`config.mk`:
```
export PLATFORM = sky130hd
export DESIGN_NAME = aes_cbc_keyexp
export DESIGN_NICKNAME = d
export VERILOG_FILES = /design/src/rtl/core/assert_macros.svh /design/src/rtl/core/aes_cbc_pkg.sv /design/src/rtl/core/aes_cbc_keyexp.sv
export SDC_FILE = /design/constraint.sdc
export NUM_CORES = 2
export LEC_CHECK = 0
export BUFFER_PORTS_ARGS = -buffer_cell sky130_fd_sc_hd__clkbuf_2
export CORE_ASPECT_RATIO = 1.75
export CORE_MARGIN = 8
export CORE_UTILIZATION = 35
export DETAILED_ROUTE_END_ITERATION = 8
export PLACE_DENSITY = 0.56
export SETUP_SLACK_MARGIN = 0.15
export SLEW_MARGIN = 20
export SYNTH_ARGS = -nofsm -noshare
export SYNTH_HDL_FRONTEND = slang
export SYNTH_SLANG_ARGS = --single-unit
export TNS_END_PERCENT = 50
```
`constraint.sdc`:
```
create_clock -name clk -period 21.6 [get_ports clk]
set_clock_uncertainty 0.05 [all_clocks]
set_input_delay 1.08 -clock clk [delete_from_list [all_inputs] [get_ports clk]]
set_output_delay 1.08 -clock clk [all_outputs]
set_load 0.05 [all_outputs]
```
`src/rtl/core/assert_macros.svh`:
```
// assertion helper macros for the aes cbc core
`ifndef ASSERT_MACROS_SVH
`define ASSERT_MACROS_SVH

// property must hold at each rising edge outside reset
`define ASSERT_CLK(lbl, prop, msg) \
  lbl: assert property (@(posedge clk) disable iff (!rst_n) (prop)) else $error(msg);

// consequent holds in the cycle after the antecedent
`define ASSERT_NEXT(lbl, ante, cons, msg) \
  lbl: assert property (@(posedge clk) disable iff (!rst_n) (ante) |=> (cons)) else $error(msg);

`endif

```
`src/rtl/core/aes_cbc_pkg.sv`:
```
`timescale 1ns / 1ps
// ----------------------------------------------------------------------------
// aes_cbc_pkg
// shared constants, tables and byte-level functions for the aes cbc core
// ----------------------------------------------------------------------------
package aes_cbc_pkg;

  localparam int unsigned ROUND_COUNT = 10;
  localparam int unsigned KEY_WORDS   = 4 * (ROUND_COUNT + 1);
  localparam int unsigned KW_IDX_W    = $clog2(KEY_WORDS);
  localparam int unsigned RND_W       = $clog2(ROUND_COUNT + 1);

  localparam logic [2:0] CFG_KEY_HIGH = 3'd0;
  localparam logic [2:0] CFG_KEY_LOW  = 3'd1;
  localparam logic [2:0] CFG_IV_HIGH  = 3'd2;
  localparam logic [2:0] CFG_IV_LOW   = 3'd3;
  localparam logic [2:0] CFG_DECRYPT  = 3'd4;

  localparam logic [7:0] PAD_FULL = 8'h10;
  localparam logic [4:0] BYTES_FULL = 5'd16;

  typedef logic [127:0] blk_t;

  // round unit control
  typedef struct packed {
    logic       start;
    logic       decrypt;
    logic [RND_W-1:0] rnd;
  } rnd_ctl_t;

  function automatic logic [7:0] xtime(input logic [7:0] a);
    xtime = {a[6:0], 1'b0} ^ (a[7] ? 8'h1b : 8'h00);
  endfunction

  function automatic logic [7:0] sbox_f(input logic [7:0] x);
    logic [7:0] t [256];
    t = '{
      8'h63,8'h7C,8'h77,8'h7B,8'hF2,8'h6B,8'h6F,8'hC5,8'h30,8'h01,8'h67,8'h2B,8'hFE,8'hD7,8'hAB,8'h76,
      8'hCA,8'h82,8'hC9,8'h7D,8'hFA,8'h59,8'h47,8'hF0,8'hAD,8'hD4,8'hA2,8'hAF,8'h9C,8'hA4,8'h72,8'hC0,
      8'hB7,8'hFD,8'h93,8'h26,8'h36,8'h3F,8'hF7,8'hCC,8'h34,8'hA5,8'hE5,8'hF1,8'h71,8'hD8,8'h31,8'h15,
      8'h04,8'hC7,8'h23,8'hC3,8'h18,8'h96,8'h05,8'h9A,8'h07,8'h12,8'h80,8'hE2,8'hEB,8'h27,8'hB2,8'h75,
      8'h09,8'h83,8'h2C,8'h1A,8'h1B,8'h6E,8'h5A,8'hA0,8'h52,8'h3B,8'hD6,8'hB3,8'h29,8'hE3,8'h2F,8'h84,
      8'h53,8'hD1,8'h00,8'hED,8'h20,8'hFC,8'hB1,8'h5B,8'h6A,8'hCB,8'hBE,8'h39,8'h4A,8'h4C,8'h58,8'hCF,
      8'hD0,8'hEF,8'hAA,8'hFB,8'h43,8'h4D,8'h33,8'h85,8'h45,8'hF9,8'h02,8'h7F,8'h50,8'h3C,8'h9F,8'hA8,
      8'h51,8'hA3,8'h40,8'h8F,8'h92,8'h9D,8'h38,8'hF5,8'hBC,8'hB6,8'hDA,8'h21,8'h10,8'hFF,8'hF3,8'hD2,
      8'hCD,8'h0C,8'h13,8'hEC,8'h5F,8'h97,8'h44,8'h17,8'hC4,8'hA7,8'h7E,8'h3D,8'h64,8'h5D,8'h19,8'h73,
      8'h60,8'h81,8'h4F,8'hDC,8'h22,8'h2A,8'h90,8'h88,8'h46,8'hEE,8'hB8,8'h14,8'hDE,8'h5E,8'h0B,8'hDB,
      8'hE0,8'h32,8'h3A,8'h0A,8'h49,8'h06,8'h24,8'h5C,8'hC2,8'hD3,8'hAC,8'h62,8'h91,8'h95,8'hE4,8'h79,
      8'hE7,8'hC8,8'h37,8'h6D,8'h8D,8'hD5,8'h4E,8'hA9,8'h6C,8'h56,8'hF4,8'hEA,8'h65,8'h7A,8'hAE,8'h08,
      8'hBA,8'h78,8'h25,8'h2E,8'h1C,8'hA6,8'hB4,8'hC6,8'hE8,8'hDD,8'h74,8'h1F,8'h4B,8'hBD,8'h8B,8'h8A,
      8'h70,8'h3E,8'hB5,8'h66,8'h48,8'h03,8'hF6,8'h0E,8'h61,8'h35,8'h57,8'hB9,8'h86,8'hC1,8'h1D,8'h9E,
      8'hE1,8'hF8,8'h98,8'h11,8'h69,8'hD9,8'h8E,8'h94,8'h9B,8'h1E,8'h87,8'hE9,8'hCE,8'h55,8'h28,8'hDF,
      8'h8C,8'hA1,8'h89,8'h0D,8'hBF,8'hE6,8'h42,8'h68,8'h41,8'h99,8'h2D,8'h0F,8'hB0,8'h54,8'hBB,8'h16};
    sbox_f = t[x];
  endfunction

  function automatic logic [7:0] sbox_i(input logic [7:0] x);
    logic [7:0] t [256];
    t = '{
      8'h52,8'h09,8'h6A,8'hD5,8'h30,8'h36,8'hA5,8'h38,8'hBF,8'h40,8'hA3,8'h9E,8'h81,8'hF3,8'hD7,8'hFB,
      8'h7C,8'hE3,8'h39,8'h82,8'h9B,8'h2F,8'hFF,8'h87,8'h34,8'h8E,8'h43,8'h44,8'hC4,8'hDE,8'hE9,8'hCB,
      8'h54,8'h7B,8'h94,8'h32,8'hA6,8'hC2,8'h23,8'h3D,8'hEE,8'h4C,8'h95,8'h0B,8'h42,8'hFA,8'hC3,8'h4E,
      8'h08,8'h2E,8'hA1,8'h66,8'h28,8'hD9,8'h24,8'hB2,8'h76,8'h5B,8'hA2,8'h49,8'h6D,8'h8B,8'hD1,8'h25,
      8'h72,8'hF8,8'hF6,8'h64,8'h86,8'h68,8'h98,8'h16,8'hD4,8'hA4,8'h5C,8'hCC,8'h5D,8'h65,8'hB6,8'h92,
      8'h6C,8'h70,8'h48,8'h50,8'hFD,8'hED,8'hB9,8'hDA,8'h5E,8'h15,8'h46,8'h57,8'hA7,8'h8D,8'h9D,8'h84,
      8'h90,8'hD8,8'hAB,8'h00,8'h8C,8'hBC,8'hD3,8'h0A,8'hF7,8'hE4,8'h58,8'h05,8'hB8,8'hB3,8'h45,8'h06,
      8'hD0,8'h2C,8'h1E,8'h8F,8'hCA,8'h3F,8'h0F,8'h02,8'hC1,8'hAF,8'hBD,8'h03,8'h01,8'h13,8'h8A,8'h6B,
      8'h3A,8'h91,8'h11,8'h41,8'h4F,8'h67,8'hDC,8'hEA,8'h97,8'hF2,8'hCF,8'hCE,8'hF0,8'hB4,8'hE6,8'h73,
      8'h96,8'hAC,8'h74,8'h22,8'hE7,8'hAD,8'h35,8'h85,8'hE2,8'hF9,8'h37,8'hE8,8'h1C,8'h75,8'hDF,8'h6E,
      8'h47,8'hF1,8'h1A,8'h71,8'h1D,8'h29,8'hC5,8'h89,8'h6F,8'hB7,8'h62,8'h0E,8'hAA,8'h18,8'hBE,8'h1B,
      8'hFC,8'h56,8'h3E,8'h4B,8'hC6,8'hD2,8'h79,8'h20,8'h9A,8'hDB,8'hC0,8'hFE,8'h78,8'hCD,8'h5A,8'hF4,
      8'h1F,8'hDD,8'hA8,8'h33,8'h88,8'h07,8'hC7,8'h31,8'hB1,8'h12,8'h10,8'h59,8'h27,8'h80,8'hEC,8'h5F,
      8'h60,8'h51,8'h7F,8'hA9,8'h19,8'hB5,8'h4A,8'h0D,8'h2D,8'hE5,8'h7A,8'h9F,8'h93,8'hC9,8'h9C,8'hEF,
      8'hA0,8'hE0,8'h3B,8'h4D,8'hAE,8'h2A,8'hF5,8'hB0,8'hC8,8'hEB,8'hBB,8'h3C,8'h83,8'h53,8'h99,8'h61,
      8'h17,8'h2B,8'h04,8'h7E,8'hBA,8'h77,8'hD6,8'h26,8'hE1,8'h69,8'h14,8'h63,8'h55,8'h21,8'h0C,8'h7D};
    sbox_i = t[x];
  endfunction

  // byte i of a block, byte 0 in the top bits
  function automatic logic [7:0] byte_of(input blk_t b, input int i);
    byte_of = b[127-8*i -: 8];
  endfunction

endpackage

```
`src/rtl/core/aes_cbc_keyexp.sv`:
```
`timescale 1ns / 1ps
// ----------------------------------------------------------------------------
// aes_cbc_keyexp
// round key store, filled one 128-bit round key a cycle from the cipher key
// ----------------------------------------------------------------------------
module aes_cbc_keyexp (
  input  logic         clk,
  input  logic         rst_n,
  input  logic         start,
  input  logic [127:0] key,
  input  logic [aes_cbc_pkg::RND_W-1:0] rd_rnd,
  output logic [127:0] rd_key,
  output logic         busy
);
  localparam int unsigned NK = aes_cbc_pkg::ROUND_COUNT + 1;
  localparam int unsigned RW = aes_cbc_pkg::RND_W;

  logic [127:0] rk_r [NK];
  logic [127:0] prev_r, nk_nxt;
  logic [RW-1:0] idx_r, idx_nxt;
  logic busy_r, busy_nxt;
  logic [7:0] rc_r, rc_nxt;
  logic [31:0] t, w0, w1, w2, w3;

  // next round key from the previous one
  always_comb begin
    t = {aes_cbc_pkg::sbox_f(prev_r[23:16]), aes_cbc_pkg::sbox_f(prev_r[15:8]),
         aes_cbc_pkg::sbox_f(prev_r[7:0]), aes_cbc_pkg::sbox_f(prev_r[31:24])};
    t = t ^ {rc_r, 24'd0};
    w0 = prev_r[127:96] ^ t;
    w1 = prev_r[95:64] ^ w0;
    w2 = prev_r[63:32] ^ w1;
    w3 = prev_r[31:0] ^ w2;
    nk_nxt = {w0, w1, w2, w3};
  end

  always_comb begin
    busy_nxt = busy_r;
    idx_nxt  = idx_r;
    rc_nxt   = rc_r;
    if (start) begin
      busy_nxt = 1'b1;
      idx_nxt  = RW'(1);
      rc_nxt   = 8'h01;
    end else if (busy_r) begin
      rc_nxt = aes_cbc_pkg::xtime(rc_r);
      if (idx_r == RW'(aes_cbc_pkg::ROUND_COUNT)) busy_nxt = 1'b0;
      else idx_nxt = idx_r + RW'(1);
    end
  end

  always_ff @(posedge clk) begin
    if (!rst_n) begin
      busy_r <= 1'b1;
      idx_r  <= RW'(1);
      rc_r   <= 8'h01;
    end else begin
      busy_r <= busy_nxt;
      idx_r  <= idx_nxt;
      rc_r   <= rc_nxt;
    end
  end

  always_ff @(posedge clk) begin
    if (!rst_n) begin
      prev_r  <= '0;
      rk_r[0] <= '0;
    end else if (start) begin
      prev_r  <= key;
      rk_r[0] <= key;
    end else if (busy_r) begin
      prev_r      <= nk_nxt;
      rk_r[idx_r] <= nk_nxt;
    end
  end

  assign rd_key = rk_r[rd_rnd];
  assign busy = busy_r;
endmodule

```
==> summary.txt <==
Route
  • Total iterations of the first detailed-routing run: 7
  • Via/cell ratio: a little over 6
  • Drt first-iter violations: between 6,000 and 7,000
  • Drt drc: 0
  • Via count: around 53,000
  • Total routed wirelength: around 290,000 µm
  • Post-DRT Antenna Nets: 0
  • Drt wl/cell: between 30 and 40 µm

STA
  • RSZ-0062 raised after global routing: no
  • Slew Viols, Final: 0
  • Period utilisation layout: between 30% and 40%
  • Max-slew headroom: 17.5%
  • Fmax: roughly 150 MHz
  • Final Critical Period: 6750 ps
  • Final WS setup: about 15,000 ps
  • Final Hold Viols: 0
  • Setup TNS: 0 ps
  • Final setup viols: 0
  • Worst-Margin Slew: 1220 ps

Min path
  • Worst hold path class: flip-flop to flip-flop
  • Cells on Worst Hold Path: 1

Pwr
  • P_sw: just over 5000 µW
  • Sequential Power Share: between 30% and 40%
  • Sw Share: about two fifths
  • Clock group share of total power: just over 20%
  • Leak: between 0.02 and 0.03 µW
  • Power density over cell area: 143 mW/mm²
  • P_int: roughly 7000 µW
  • VDD IR max: about 66 µV
  • Logic pwr share: around 45%

Clocking
  • # clock sinks: 1,549
  • Clock Tree Root: clkbuf_16
  • Worst skew pair latency: 830 ps
  • # hold bufs at CTS: 0
  • CTS tree: built
  • Setup Fix Bufs, Post-CTS: 0
  • CTS clock-pin slew for the worst setup and hold paths: around 60 ps
  • Post-CTS Resized: 0
  • H-tree levels: 4
  • CTS buffer count: 150
  • Max Root-Sink Buffers: 4

Finish
  • Filler instances: 20,400
  • Layout cells sized above 1: a little under a quarter
  • Final net count: just under 6,000
  • Multi-input gate area: slightly below 0.03 mm²
  • Post-route cell area: between 0.08 and 0.09 mm²
  • Storage cell area: between 0.04 and 0.05 mm²
  • P&R area growth vs syn: 11.6%
  • Post-Layout Cell Count: around 8,600

Setup path
  • CP Capture Type: output port
  • CP delay by family, top: buffers and inverters
  • CP Class: input port to output port
  • Crit start category: input port
  • Max FO, Critical Path: 68
  • Length in cells of the worst reg-to-reg path: 12
  • Max stage delay on crit path: 830 ps
  • CP most frequent cell: buf_4
  • WP buf/inv: 5
  • Crit path max-delay cell type: buf_4
  • Worst EP required: around 20,000 ps
  • CP arrival: ~5600 ps
  • Worst path depth: 7
  • Worst path cell trace: buf_8, buf_4, buf_4, buf_4, mux4_2, mux4_2, clkbuf_2

Floorplan
  • Io pins: ~260
  • Die area: 0.237 mm²
  • Width of the die: between 300 and 400 µm
  • Core area: approximately 0.22 mm²
  • Initial Utilization: a little over a third
  • Row Count: 228
  • Die height: 638 µm

Global routing
  • Global route total overflow: 0
  • GR peak layer: met2
  • Vias in the first global route: approximately 53,000
  • Largest net degree at the start of global routing: just over 100
  • All-Layer GR Usage: between 20% and 30%
  • Met3 Usage GRT: slightly below 4%
  • Initial antenna violation count: 29
  • Global-route wire length before repair: just over 400,000 µm
  • Met2 Resource Use GR: approximately two fifths
  • Met1 usage: between 20% and 30%

Placement
  • Pre-CTS setup slack: approximately 15,000 ps
  • DP HPWL: 190,000 µm
  • Placed insts: 8,348
  • I/O Buffers: about 260
  • GP Congestion: approximately 1.0
  • DP Area: between 0.08 and 0.09 mm²

Logic synthesis
  • Synth Instances: 5,534
  • Compound-Gate Fraction of Synth Area: between 10% and 20%
  • Synth unique cells: ~110
  • Area share of fa/ha/maj cells after synthesis: 1.05%
  • Synthesized area: just under 0.08 mm²
  • Sequential fraction of the synthesis area: between 50% and 60%
  • Synthesis-stage register bit count: around 1,500
  • Syn avg cell area: between 10 and 15 µm²
  • Multiplexer share of the synthesized area: between 10% and 20%
  • Syn nets: ~5,700
  • Simple-Gate Fraction of Synth Area: under 10%
  • Share of flip-flops with an asynchronous set or reset: 0%
  • Main combinational cell family by area after synthesis: multiplexers
  • Number of enable flip-flop cells after synthesis: ~1,400
  • Top FF cell, synth: edfxtp_1
  • Post-synthesis xor/xnor area fraction: between 2 and 3%
  • Yosys warnings: 0

Status
  • Status: complete, no violations

Job
  • Max Cap Viol: 0
-- worst paths after layout --
check,startpoint,end,slack (ps)
max,rd_rnd[0],rd_key[34],14850
min reg2reg,prev_r[126]$_SDFFE_PN0P_,prev_r[126]$_SDFFE_PN0P_,440
min,prev_r[126]$_SDFFE_PN0P_,prev_r[126]$_SDFFE_PN0P_,440
max reg2reg,prev_r[24]$_SDFFE_PN0P_,rk_r[6][3]$_DFFE_PP_,15910
-- metal layers --
layer,vias up,share of wire (%)
met3,684,7.2
met2,2619,49
met1,27400,38
li1,22200,-
met4,24,6.1
met5,-,0.056
-- registers in the layout (all words and copies together), names as in the netlist --
register  flops
idx_r         4
prev_r      128
rc_r          8
busy          1
rk_r       1408
-- synthesized netlist by cell type, drive strengths merged (34+ instances only) --
library cell  count  area (µm²)
inv              63         236
mux2i            47         470
o211ai           69         518
nor2            218         823
o31ai            35         268
nor2b            98         613
clkbuf          268        1010
a31oi            59         369
or2              38         238
buf             241        1310
nand2           366        1370
a311oi           41         359
nor3            116         586
xnor2           130        1290
or3              39         244
mux4            415        9350
xor2             66         593
o21ai           285        1430
a21oi           207        1040
nand3           136         681
edfxtp         1408       42300
dfxtp           141        2820
a211oi           72         556
ha               62         776
and2             34         213
nand2b          101         632
o311ai           80         701
mux2            142        1600
-- per-stage QoR --
step	utilization (%)	power (µW)	hold WS, ps
after floorplan	-	7670	397
after global placement	37.1	9670	410
after detailed placement	37.1	9700	414
after CTS	39.2	12200	437
after global routing	39.2	12700	450
final	39.2	12300	436
-- kinds of logic after synthesis --
| kind of cell | after synthesis |
|---|---|
| mux | 604 |
| fa+ha+maj | 66 |
| xor+xnor | 213 |
| flops | 1549 |
| simple gates | 1292 |
| compound gates | 1231 |
| buf+inv | 579 |
-- placed cells by master, fill, tap and decap left out, drive strengths merged, types with 136 or more instances in the layout --
cell / netlist / final
a21oi: 207 / 207
dfxtp: 141 / 141
nor2: 218 / 218
mux4: 415 / 415
mux2: 142 / 142
edfxtp: 1408 / 1408
nand2: 366 / 366
buf: 241 / 189
o21ai: 285 / 285
nand3: 136 / 136
clkbuf: 268 / 447
-- worst register-to-register path: stages (launching register included) --
cell       delay, ps
dfxtp_1          310
buf_4            450
inv_1            420
ha_1             560
inv_1            120
maj3_1           360
o2111ai_1        570
a21oi_1          230
a211oi_2         720
xnor2_2          200
xnor2_2          320
xnor2_1          100
o21ai_1          840
-- power by group through the flow --
| stage | Clock, µW | Combinational (µW) | Sequential, µW |
|---|---|---|---|
| final | 2540 | 5580 | 4180 |
| after global routing | 2680 | 5840 | 4210 |
| after floorplan | 0 | 3570 | 4100 |
| after CTS | 2580 | 5490 | 4170 |
| after global placement | 0 | 5450 | 4220 |
| after detailed placement | 0 | 5470 | 4230 |
-- layout make-up --
class / instances / share of cell area (%)
sequential: 1549 / 52.3
multi-input combinational: 3406 / 34.5
clock buffer: 188 / 4.59
tap: 2875 / 4.17
timing repair buffer: 448 / 3.28
clock inverter: 73 / 0.738
inverter: 70 / 0.306
antenna: 16 / 0.0464
(Power assumes the default switching activity.)
